[config.mk]
export PLATFORM = sky130hd
export DESIGN_NAME = touchscreen_two_point_calibrate_unit
export DESIGN_NICKNAME = d
export VERILOG_FILES = /design/src/rtl/tsc2p_pkg.sv /design/src/rtl/touchscreen_two_point_calibrate_unit.sv /design/src/rtl/tsc2p_div.sv
export SDC_FILE = /design/constraint.sdc
export NUM_CORES = 1
export LEC_CHECK = 0
export BUFFER_PORTS_ARGS = -buffer_cell sky130_fd_sc_hd__clkbuf_2
export CAP_MARGIN = 20
export CORE_ASPECT_RATIO = 1.5
export CORE_MARGIN = 2
export CORE_UTILIZATION = 55
export DETAILED_ROUTE_END_ITERATION = 6
export GPL_ROUTABILITY_DRIVEN = 0
export PLACE_DENSITY = 0.79
export SETUP_SLACK_MARGIN = 0.2
export SKIP_LAST_GASP = 1
export SLEW_MARGIN = 10
export SYNTH_ARGS = -nofsm -noshare
export SYNTH_HDL_FRONTEND = slang
export SYNTH_SLANG_ARGS = --single-unit
[constraint.sdc]
create_clock -name clk -period 10.48 [get_ports clk]
set_input_delay 2.62 -clock clk [delete_from_list [all_inputs] [get_ports clk]]
set_output_delay 2.62 -clock clk [all_outputs]
set_load 0.05 [all_outputs]
[src/rtl/tsc2p_pkg.sv]
package tsc2p_pkg;

	localparam int SPAN_W  = 16;
	localparam int SIZE_W  = 10;
	localparam int CFG10_W = 10;
	localparam int PROD_W  = SPAN_W + SIZE_W;
	localparam int CNT_W   = $clog2(PROD_W);
	localparam int OUT_W   = 88;

	localparam logic [SPAN_W-1:0] LIMIT_OVER = 16'd2000;

	localparam logic [1:0] MODE_SAMPLE = 2'd0;
	localparam logic [1:0] MODE_CAL    = 2'd1;
	localparam logic [1:0] MODE_LOAD   = 2'd2;

	localparam logic [2:0] PH_RUN    = 3'd0;
	localparam logic [2:0] PH_WAIT_Z = 3'd1;
	localparam logic [2:0] PH_ZERO_A = 3'd2;
	localparam logic [2:0] PH_ZERO_B = 3'd3;
	localparam logic [2:0] PH_WAIT_F = 3'd4;
	localparam logic [2:0] PH_FAR_A  = 3'd5;
	localparam logic [2:0] PH_FAR_B  = 3'd6;

	localparam logic [2:0] REG_X_ZERO = 3'd0;
	localparam logic [2:0] REG_Y_ZERO = 3'd1;
	localparam logic [2:0] REG_X_SPAN = 3'd2;
	localparam logic [2:0] REG_Y_SPAN = 3'd3;
	localparam logic [2:0] REG_THRESH = 3'd4;
	localparam logic [2:0] REG_WIDTH  = 3'd5;
	localparam logic [2:0] REG_HEIGHT = 3'd6;

	localparam logic [CFG10_W-1:0] RST_X_ZERO = 10'd178;
	localparam logic [CFG10_W-1:0] RST_Y_ZERO = 10'd280;
	localparam logic [SPAN_W-1:0]  RST_X_SPAN = 16'd602;
	localparam logic [SPAN_W-1:0]  RST_Y_SPAN = 16'd348;
	localparam logic [CFG10_W-1:0] RST_THRESH = 10'd1010;
	localparam logic [SIZE_W-1:0]  RST_WIDTH  = 10'd240;
	localparam logic [SIZE_W-1:0]  RST_HEIGHT = 10'd128;

	typedef struct packed {
		logic busy;
		logic done;
	} div_stat_t;

endpackage

[src/rtl/touchscreen_two_point_calibrate_unit.sv]
// Two-point touchscreen calibration.
// Input stream (s_*): one touch reading per transfer, mode plus two raw
// samples per axis. Output stream (m_*): one result per reading with the
// scaled position, touch flag, calibration phase and active calibration.
// Config port: cfg_we/cfg_index/cfg_data writes the stored calibration,
// threshold and screen size; write only while the block is idle.
// Sequence: a reading that is not scaled in run phase passes from the
// input transfer through the update and final states to a valid result.
// A run-phase reading scales each axis in turn: a multiply step, a
// divider load step, 26 quotient bits of the shared restoring divider
// (one per cycle) and a result step; a zero-span axis skips the divider.
// s_tready is high only while the sequencer is idle, so one reading is
// in flight at a time. The result sits in an output register: the next
// reading is taken while it waits, and the sequencer holds in its final
// state until the previous result has been transferred.
// Reset (arst_n low) returns to run phase with the default calibration,
// config registers at their defaults and no result pending.
module touchscreen_two_point_calibrate_unit
	import tsc2p_pkg::*;
#(
	parameter int ADC_BITS = 10
)(
	input  logic                clk,
	input  logic                arst_n,
	input  logic                s_tvalid,
	output logic                s_tready,
	// mode[1:0], x_sample_a, x_sample_b, y_sample_a, y_sample_b, zero pad
	input  logic [((2 + 4 * ADC_BITS + 7) / 8) * 8 - 1:0] s_tdata,
	output logic                m_tvalid,
	input  logic                m_tready,
	// x_pos[9:0], y_pos[19:10], touched[20], cal_phase[23:21],
	// cal_x_zero[39:24], cal_y_zero[55:40], cal_x_span[71:56], cal_y_span[87:72]
	output logic [OUT_W-1:0]    m_tdata,
	input  logic                cfg_we,
	input  logic [2:0]          cfg_index,
	input  logic [SPAN_W-1:0]   cfg_data
);

	localparam int SUM_W = ADC_BITS + 1;
	localparam int CMP_W = (ADC_BITS > CFG10_W) ? ADC_BITS : CFG10_W;

	typedef enum logic [2:0] {ST_IDLE, ST_UPD, ST_MUL, ST_DIV, ST_FIN} state_t;

	state_t state_q;

	// config registers
	logic [CFG10_W-1:0] st_x_zero_q, st_y_zero_q, thresh_q;
	logic [SPAN_W-1:0]  st_x_span_q, st_y_span_q;
	logic [SIZE_W-1:0]  width_q, height_q;

	// calibration state
	logic [2:0]        phase_q;
	logic [SPAN_W-1:0] x_zero_q, y_zero_q, x_span_q, y_span_q;
	logic [SUM_W-1:0]  sum_x_q, sum_y_q;

	// item in flight
	logic [1:0]          mode_q;
	logic [ADC_BITS-1:0] avg_x_q, avg_y_q;
	logic                touched_q;
	logic                axis_q;
	logic [SIZE_W-1:0]   x_res_q, y_res_q;
	logic [PROD_W-1:0]   prod_q;
	logic                div_start_q;

	logic             out_valid_q;
	logic [OUT_W-1:0] out_q;

	// input fields
	logic [1:0]          in_mode;
	logic [ADC_BITS-1:0] in_xa, in_xb, in_ya, in_yb;
	logic [SUM_W-1:0]    in_sx, in_sy;

	assign in_mode = s_tdata[1:0];
	assign in_xa   = s_tdata[2 + ADC_BITS - 1 -: ADC_BITS];
	assign in_xb   = s_tdata[2 + 2 * ADC_BITS - 1 -: ADC_BITS];
	assign in_ya   = s_tdata[2 + 3 * ADC_BITS - 1 -: ADC_BITS];
	assign in_yb   = s_tdata[2 + 4 * ADC_BITS - 1 -: ADC_BITS];
	assign in_sx   = {1'b0, in_xa} + {1'b0, in_xb};
	assign in_sy   = {1'b0, in_ya} + {1'b0, in_yb};

	logic             touch;
	logic [SUM_W-1:0] sum_x_new, sum_y_new;
	logic             run_scale;

	assign touch = !((CMP_W'(avg_x_q) > CMP_W'(thresh_q)) &&
	                 (CMP_W'(avg_y_q) > CMP_W'(thresh_q)));
	assign sum_x_new = sum_x_q + {1'b0, avg_x_q};
	assign sum_y_new = sum_y_q + {1'b0, avg_y_q};
	// sample in run phase (the unused phase code counts as run phase)
	assign run_scale = (mode_q == MODE_SAMPLE) &&
	                   ((phase_q == PH_RUN) || (phase_q > PH_FAR_B));

	// per-axis operand select for the shared scaler
	logic [ADC_BITS-1:0] avg_sel;
	logic [SPAN_W-1:0]   zero_sel, span_sel, diff_sel;
	logic [SIZE_W-1:0]   size_sel;

	assign avg_sel  = axis_q ? avg_y_q : avg_x_q;
	assign zero_sel = axis_q ? y_zero_q : x_zero_q;
	assign span_sel = axis_q ? y_span_q : x_span_q;
	assign size_sel = axis_q ? height_q : width_q;
	assign diff_sel = SPAN_W'(avg_sel) - zero_sel;

	div_stat_t         div_stat;
	logic [PROD_W-1:0] quotient;
	logic [SPAN_W-1:0] q16;
	logic [SIZE_W-1:0] clamped;

	tsc2p_div u_div (
		.clk      (clk),
		.arst_n   (arst_n),
		.start    (div_start_q),
		.dividend (prod_q),
		.divisor  (span_sel),
		.stat     (div_stat),
		.quotient (quotient)
	);

	assign q16 = quotient[SPAN_W-1:0];

	always_comb begin
		priority if (q16 > LIMIT_OVER)
			clamped = '0;
		else if (q16 > SPAN_W'(size_sel))
			clamped = size_sel;
		else
			clamped = q16[SIZE_W-1:0];
	end

	logic in_fire, out_load;

	assign s_tready = (state_q == ST_IDLE);
	assign in_fire  = s_tvalid && s_tready;
	assign out_load = (state_q == ST_FIN) && (!out_valid_q || m_tready);

	// config port
	always_ff @(posedge clk or negedge arst_n) begin
		if (!arst_n) begin
			st_x_zero_q <= RST_X_ZERO;
			st_y_zero_q <= RST_Y_ZERO;
			st_x_span_q <= RST_X_SPAN;
			st_y_span_q <= RST_Y_SPAN;
			thresh_q    <= RST_THRESH;
			width_q     <= RST_WIDTH;
			height_q    <= RST_HEIGHT;
		end else if (cfg_we) begin
			unique case (cfg_index)
				REG_X_ZERO: st_x_zero_q <= cfg_data[CFG10_W-1:0];
				REG_Y_ZERO: st_y_zero_q <= cfg_data[CFG10_W-1:0];
				REG_X_SPAN: st_x_span_q <= cfg_data;
				REG_Y_SPAN: st_y_span_q <= cfg_data;
				REG_THRESH: thresh_q    <= cfg_data[CFG10_W-1:0];
				REG_WIDTH:  width_q     <= cfg_data[SIZE_W-1:0];
				REG_HEIGHT: height_q    <= cfg_data[SIZE_W-1:0];
				default: ;
			endcase
		end
	end

	// sequencer, calibration state and output register
	always_ff @(posedge clk or negedge arst_n) begin
		if (!arst_n) begin
			state_q     <= ST_IDLE;
			phase_q     <= PH_RUN;
			x_zero_q    <= SPAN_W'(RST_X_ZERO);
			y_zero_q    <= SPAN_W'(RST_Y_ZERO);
			x_span_q    <= RST_X_SPAN;
			y_span_q    <= RST_Y_SPAN;
			sum_x_q     <= '0;
			sum_y_q     <= '0;
			axis_q      <= 1'b0;
			div_start_q <= 1'b0;
			out_valid_q <= 1'b0;
		end else begin
			div_start_q <= (state_q == ST_MUL) && (span_sel != '0);
			if (out_load)
				out_valid_q <= 1'b1;
			else if (m_tready)
				out_valid_q <= 1'b0;

			unique case (state_q)
				ST_IDLE: begin
					if (in_fire)
						state_q <= ST_UPD;
				end
				ST_UPD: begin
					state_q <= run_scale ? ST_MUL : ST_FIN;
					axis_q  <= 1'b0;
					unique case (mode_q)
						MODE_CAL: phase_q <= PH_WAIT_Z;
						MODE_LOAD: begin
							x_zero_q <= SPAN_W'(st_x_zero_q);
							y_zero_q <= SPAN_W'(st_y_zero_q);
							x_span_q <= st_x_span_q;
							y_span_q <= st_y_span_q;
							phase_q  <= PH_RUN;
						end
						MODE_SAMPLE: begin
							unique case (phase_q)
								PH_WAIT_Z, PH_WAIT_F: begin
									if (touch)
										phase_q <= phase_q + 3'd1;
								end
								PH_ZERO_A, PH_FAR_A: begin
									sum_x_q <= {1'b0, avg_x_q};
									sum_y_q <= {1'b0, avg_y_q};
									phase_q <= phase_q + 3'd1;
								end
								PH_ZERO_B: begin
									sum_x_q  <= sum_x_new;
									sum_y_q  <= sum_y_new;
									x_zero_q <= SPAN_W'(sum_x_new[SUM_W-1:1]);
									y_zero_q <= SPAN_W'(sum_y_new[SUM_W-1:1]);
									phase_q  <= PH_WAIT_F;
								end
								PH_FAR_B: begin
									sum_x_q  <= sum_x_new;
									sum_y_q  <= sum_y_new;
									x_span_q <= SPAN_W'(sum_x_new[SUM_W-1:1]) - x_zero_q;
									y_span_q <= SPAN_W'(sum_y_new[SUM_W-1:1]) - y_zero_q;
									phase_q  <= PH_RUN;
								end
								default: begin
									// run phase, also the unused code
									phase_q <= PH_RUN;
								end
							endcase
						end
						default: ;
					endcase
				end
				ST_MUL: begin
					if (span_sel == '0) begin
						// zero span saturates, no division
						axis_q  <= 1'b1;
						state_q <= axis_q ? ST_FIN : ST_MUL;
					end else begin
						state_q <= ST_DIV;
					end
				end
				ST_DIV: begin
					if (div_stat.done) begin
						axis_q  <= 1'b1;
						state_q <= axis_q ? ST_FIN : ST_MUL;
					end
				end
				ST_FIN: begin
					if (out_load)
						state_q <= ST_IDLE;
				end
				default: state_q <= ST_IDLE;
			endcase
		end
	end

	// datapath registers
	always_ff @(posedge clk) begin
		if (in_fire) begin
			mode_q  <= in_mode;
			avg_x_q <= in_sx[SUM_W-1:1];
			avg_y_q <= in_sy[SUM_W-1:1];
		end
		if (state_q == ST_UPD) begin
			touched_q <= (mode_q == MODE_SAMPLE) && touch;
			x_res_q   <= '0;
			y_res_q   <= '0;
		end
		if (state_q == ST_MUL) begin
			prod_q <= PROD_W'(diff_sel) * PROD_W'(size_sel);
			if (span_sel == '0) begin
				if (axis_q)
					y_res_q <= size_sel;
				else
					x_res_q <= size_sel;
			end
		end
		if ((state_q == ST_DIV) && div_stat.done) begin
			if (axis_q)
				y_res_q <= clamped;
			else
				x_res_q <= clamped;
		end
		if (out_load)
			out_q <= {y_span_q, x_span_q, y_zero_q, x_zero_q, phase_q, touched_q,
			          y_res_q, x_res_q};
	end

	assign m_tvalid = out_valid_q;
	assign m_tdata  = out_q;

	a_ready_idle_div: assert property (@(posedge clk) disable iff (!arst_n)
		s_tready |-> !div_stat.busy)
		else $error("input ready while divider busy");

	a_one_in_flight: assert property (@(posedge clk) disable iff (!arst_n)
		in_fire |=> !s_tready)
		else $error("second reading taken while one is in flight");

	a_done_in_div: assert property (@(posedge clk) disable iff (!arst_n)
		div_stat.done |-> (state_q == ST_DIV))
		else $error("divider result outside divide state");

	a_phase_legal: assert property (@(posedge clk) disable iff (!arst_n)
		phase_q != 3'd7)
		else $error("illegal calibration phase");

	a_no_overwrite: assert property (@(posedge clk) disable iff (!arst_n)
		(out_valid_q && !m_tready) |=> out_valid_q && $stable(out_q))
		else $error("pending result overwritten");

endmodule

[src/rtl/tsc2p_div.sv]
module tsc2p_div
	import tsc2p_pkg::*;
(
	input  logic              clk,
	input  logic              arst_n,
	input  logic              start,
	input  logic [PROD_W-1:0] dividend,
	input  logic [SPAN_W-1:0] divisor,
	output div_stat_t         stat,
	output logic [PROD_W-1:0] quotient
);

	logic [SPAN_W-1:0] rem_q;
	logic [PROD_W-1:0] quo_q;
	logic [SPAN_W-1:0] dvs_q;
	logic [CNT_W-1:0]  cnt_q;
	logic              busy_q;
	logic              done_q;

	logic [SPAN_W:0] trial;
	logic [SPAN_W:0] diff;
	logic            fits;

	// restoring division, one quotient bit per cycle, MSB first
	assign trial = {rem_q, quo_q[PROD_W-1]};
	assign diff  = trial - {1'b0, dvs_q};
	assign fits  = trial >= {1'b0, dvs_q};

	always_ff @(posedge clk or negedge arst_n) begin
		if (!arst_n) begin
			busy_q <= 1'b0;
			done_q <= 1'b0;
			cnt_q  <= '0;
		end else if (start) begin
			busy_q <= 1'b1;
			done_q <= 1'b0;
			cnt_q  <= '0;
		end else if (busy_q) begin
			if (cnt_q == CNT_W'(PROD_W - 1)) begin
				busy_q <= 1'b0;
				done_q <= 1'b1;
			end else begin
				cnt_q <= cnt_q + CNT_W'(1);
			end
		end else begin
			done_q <= 1'b0;
		end
	end

	always_ff @(posedge clk) begin
		if (start) begin
			rem_q <= '0;
			quo_q <= dividend;
			dvs_q <= divisor;
		end else if (busy_q) begin
			rem_q <= fits ? diff[SPAN_W-1:0] : trial[SPAN_W-1:0];
			quo_q <= {quo_q[PROD_W-2:0], fits};
		end
	end

	assign stat.busy = busy_q;
	assign stat.done = done_q;
	assign quotient  = quo_q;

endmodule
==> parameters.txt <==
Parameter                              Value

GRT
  Sum of overflow across all layers after global routing    0
  First-pass GRT wire length    99000 um
  Global Route Usage Sum    27.1%
  Initial antenna violation count    3
  Pin count of the biggest net entering global routing    104
  Vias in the first global route    19000

Yosys
  Ys async rst share    45.9%
  Cell taking the most area after synthesis    sky130_fd_sc_hd__edfxtp_1
  Leading cell types by total area after synthesis    sky130_fd_sc_hd__edfxtp_1 20%, sky130_fd_sc_hd__dfrtp_1 13%, sky130_fd_sc_hd__fa_1 9.6%
  Syn Inst Count    2376
  Top FF cell, synth    sky130_fd_sc_hd__edfxtp_1
  Dominant cell by count in the synthesized netlist    sky130_fd_sc_hd__nand2_1
  #FFs+latches synth    375
  Share of Yosys cell area claimed by the top area cell type    20.5%
  Synthesized area per cell    10.3 um2
  Number of flops mapped to enable cells by yosys    167
  Top cell types by occurrence after synthesis    235 x sky130_fd_sc_hd__nand2_1, 230 x sky130_fd_sc_hd__inv_1, 217 x sky130_fd_sc_hd__nor2_1
  Register area share after synthesis    41.2%
  Combined area of all synthesized cells    24500 um2
  Total of warnings raised by yosys    0
  Unique cell type count in the Yosys netlist    90

Layout
  Area growth from synthesis to final layout    10.4%
  Count of nets after finishing    2865
  Ant. Diodes    0
  Final std cell area, no fill    27100 um2
  Share of cells above drive strength 1    18.1%

Worst setup path
  Sort of element at the start of the critical path    register
  Critical path type    reg -> reg
  Critical path required time    10.75 ns
  Slowest-stage cell, CP    sky130_fd_sc_hd__dfrtp_2
  Critical path data arrival time    9.46 ns
  Most prevalent standard cell on the critical path    sky130_fd_sc_hd__fa_1
  Delay of the slowest critical-path stage    0.90 ns
  CP Capture Type    register
  CP Max Fanout    27

Drt
  Average via count per standard cell    6.02
  Total number of vias    18700
  ANT nets after route    0
  Drc violations    0
  Total wire length after detailed routing    62800 um
  DRT Pass-1 Iters    5
  DR iter-0 viols    1290
  Wirelength per Cell    20.2 um

Die
  Overall die area    46300 um2
  Die outline height    263 um
  Total I/O pin count    162
  Die Width    176 um
  Total core area    44000 um2
  Initial Utilization    55.7%
  Row cnt    94

Placement
  Count of input and output buffers    143
  Post-DP HPWL    47200 um
  Placed cell area    25700 um2

Clocking
  H-tree depth    2
  Total setup buffers inserted after CTS    0
  CTS max path bufs    3
  Clock tree from TritonCTS    built
  Clock tree root driver cell    sky130_fd_sc_hd__clkbuf_16
  Source-to-sink clock delay at the later pin of the worst-skew pair    0.55 ns
  Number of hold buffers added after CTS    0
  Clock input transition at the sequential cells of the worst setup and hold paths    0.06 ns
  Number of CTS-inserted buffers    38
  Count of clock tree sinks    375
  Cells resized by post-CTS repair    0

Timing
  Number of max-slew violations in the final report    0
  Maximum achievable frequency    109 MHz
  Setup tns final    0 ns
  Final min period    9.20 ns
  Worst hold slack across all endpoints    0.413 ns
  Setup-failing EPs final    0
  Portion of the clock cycle consumed by the worst path in the final layout    87.7%
  Worst slew pin tran    1.06 ns
  Headroom to the max-slew limit    29.3%
  RSZ-0062 raised after global routing    no
  Count of endpoints failing hold in the final timing report    0
  Max Clock Skew    0.0260 ns

Min path
  Path class of the lowest-slack min-delay path    reg -> reg

Run status
  Result of the run    finished clean

Flow run
  Max-cap violations    0
-- stage by stage --
stage / std cells / setup WS [ns] / util [%]
CTS: 3098 / 1.40 / 61.4
global route: 3100 / 0.697 / 61.5
floorplan: 2387 / 2.54 / -
global placement: 3025 / 1.65 / 58.4
finish: 3100 / 1.28 / 61.5
detailed placement: 3028 / 1.48 / 58.5
-- cells by family after synthesis --
| kind of cell | count (synthesis) | share of synthesized area (%) |
|---|---|---|
| AOI/OAI and AO/OA | 448 | 11.7 |
| xor gates and xnor gates | 86 | 3.10 |
| adders and majority gates | 299 | 18.9 |
| buffers and inverters | 328 | 5.33 |
| DFF | 375 | 41.2 |
| muxes | 157 | 7.10 |
| other | 1 | 0.0153 |
| and+or+nand+nor | 682 | 12.7 |
-- per-layer routing --
metal	global-route usage (%)	part of all wire, %
met1	29.9	35
met2	47.7	51
met3	3.72	5.7
met4	18.7	8.1
met5	0	0.078
-- worst paths after layout --
check                                         start                      end  slack [ns]  cells after the start
worst max-delay path             axis_q$_DFFE_PN0P_     prod_q[23]$_DFFE_PN_        1.28                     29
worst max register to register   axis_q$_DFFE_PN0P_     prod_q[23]$_DFFE_PN_        1.28                     29
max in group asynchronous                    arst_n       axis_q$_DFFE_PN0P_        6.73                      2
worst min register to register  touched_q$_DFFE_PP_    m_tdata[20]$_DFFE_PP_        0.41                      0
min in group asynchronous                    arst_n  y_span_q[7]$_DFFE_PN0P_        2.19                      1
worst min-delay path            touched_q$_DFFE_PP_    m_tdata[20]$_DFFE_PP_        0.41                      0
-- placed cells by master (no fill, tap or decap), types with 10 or more instances in the layout --
cell type,Yosys,routed
sky130_fd_sc_hd__clkbuf_16,0,39
sky130_fd_sc_hd__a21boi_0,11,11
sky130_fd_sc_hd__nand4_1,12,12
sky130_fd_sc_hd__a21o_1,33,33
sky130_fd_sc_hd__buf_4,13,15
sky130_fd_sc_hd__nand2b_1,21,21
sky130_fd_sc_hd__a221oi_1,12,12
sky130_fd_sc_hd__o211ai_1,12,12
sky130_fd_sc_hd__nor2b_1,19,19
sky130_fd_sc_hd__a31oi_1,42,42
sky130_fd_sc_hd__dfrtp_1,126,124
sky130_fd_sc_hd__nand2_1,235,235
sky130_fd_sc_hd__xnor2_1,57,57
sky130_fd_sc_hd__mux2_2,132,132
sky130_fd_sc_hd__nor4_1,15,15
sky130_fd_sc_hd__nor2_1,217,215
sky130_fd_sc_hd__ha_1,181,181
sky130_fd_sc_hd__dfstp_2,46,46
sky130_fd_sc_hd__mux2i_1,24,24
sky130_fd_sc_hd__nand3_1,34,34
sky130_fd_sc_hd__fa_1,118,118
sky130_fd_sc_hd__or2_2,20,20
sky130_fd_sc_hd__o21bai_1,10,10
sky130_fd_sc_hd__nor3_1,37,36
sky130_fd_sc_hd__clkbuf_2,0,142
sky130_fd_sc_hd__inv_1,230,230
sky130_fd_sc_hd__xor2_1,28,28
sky130_fd_sc_hd__edfxtp_1,167,167
sky130_fd_sc_hd__a211oi_1,12,12
sky130_fd_sc_hd__conb_1,1,12
sky130_fd_sc_hd__o21ai_0,95,93
sky130_fd_sc_hd__o21ai_1,12,13
sky130_fd_sc_hd__o21a_1,15,15
sky130_fd_sc_hd__a21oi_1,132,132
sky130_fd_sc_hd__or3_1,24,24
sky130_fd_sc_hd__clkbuf_1,49,10
sky130_fd_sc_hd__dfxtp_1,36,36
-- critical path: cells and delay by family (launching register included) --
family                     cells  cell delay, ns
and+or+nand+nor                5            1.02
adders and majority gates      7            3.46
AOI/OAI and AO/OA             11            2.68
buffers and inverters          5            0.65
xor gates and xnor gates       1            0.17
DFF                            1            0.90
-- flip-flops by register name, summed over array words and instances, names as in the netlist, 5 cells and up --
register	cells
st_x_zero_q	10
u_div.rem_q	16
x_zero_q	10
sum_y_q	11
y_zero_q	10
st_y_span_q	16
avg_y_q	10
st_y_zero_q	10
avg_x_q	10
u_div.cnt_q	5
width_q	10
x_res_q	10
u_div.quotient	26
y_span_q	16
thresh_q	10
st_x_span_q	16
sum_x_q	11
u_div.dvs_q	16
prod_q	26
y_res_q	10
height_q	10
m_tdata	76
x_span_q	16
-- area by class of cell --
cell class / count / area, um2
fillers: 3480 / 16900
clock inverters: 20 / 255
well taps: 576 / 721
clock buffers: 50 / 1030
inverters: 232 / 871
flip-flops and latches: 375 / 10100
multi-input cells: 1684 / 13200
repair buffers: 163 / 915
Power is not shown: default switching activity piles up to over one toggle a cycle in this logic, so the estimate is an artifact.
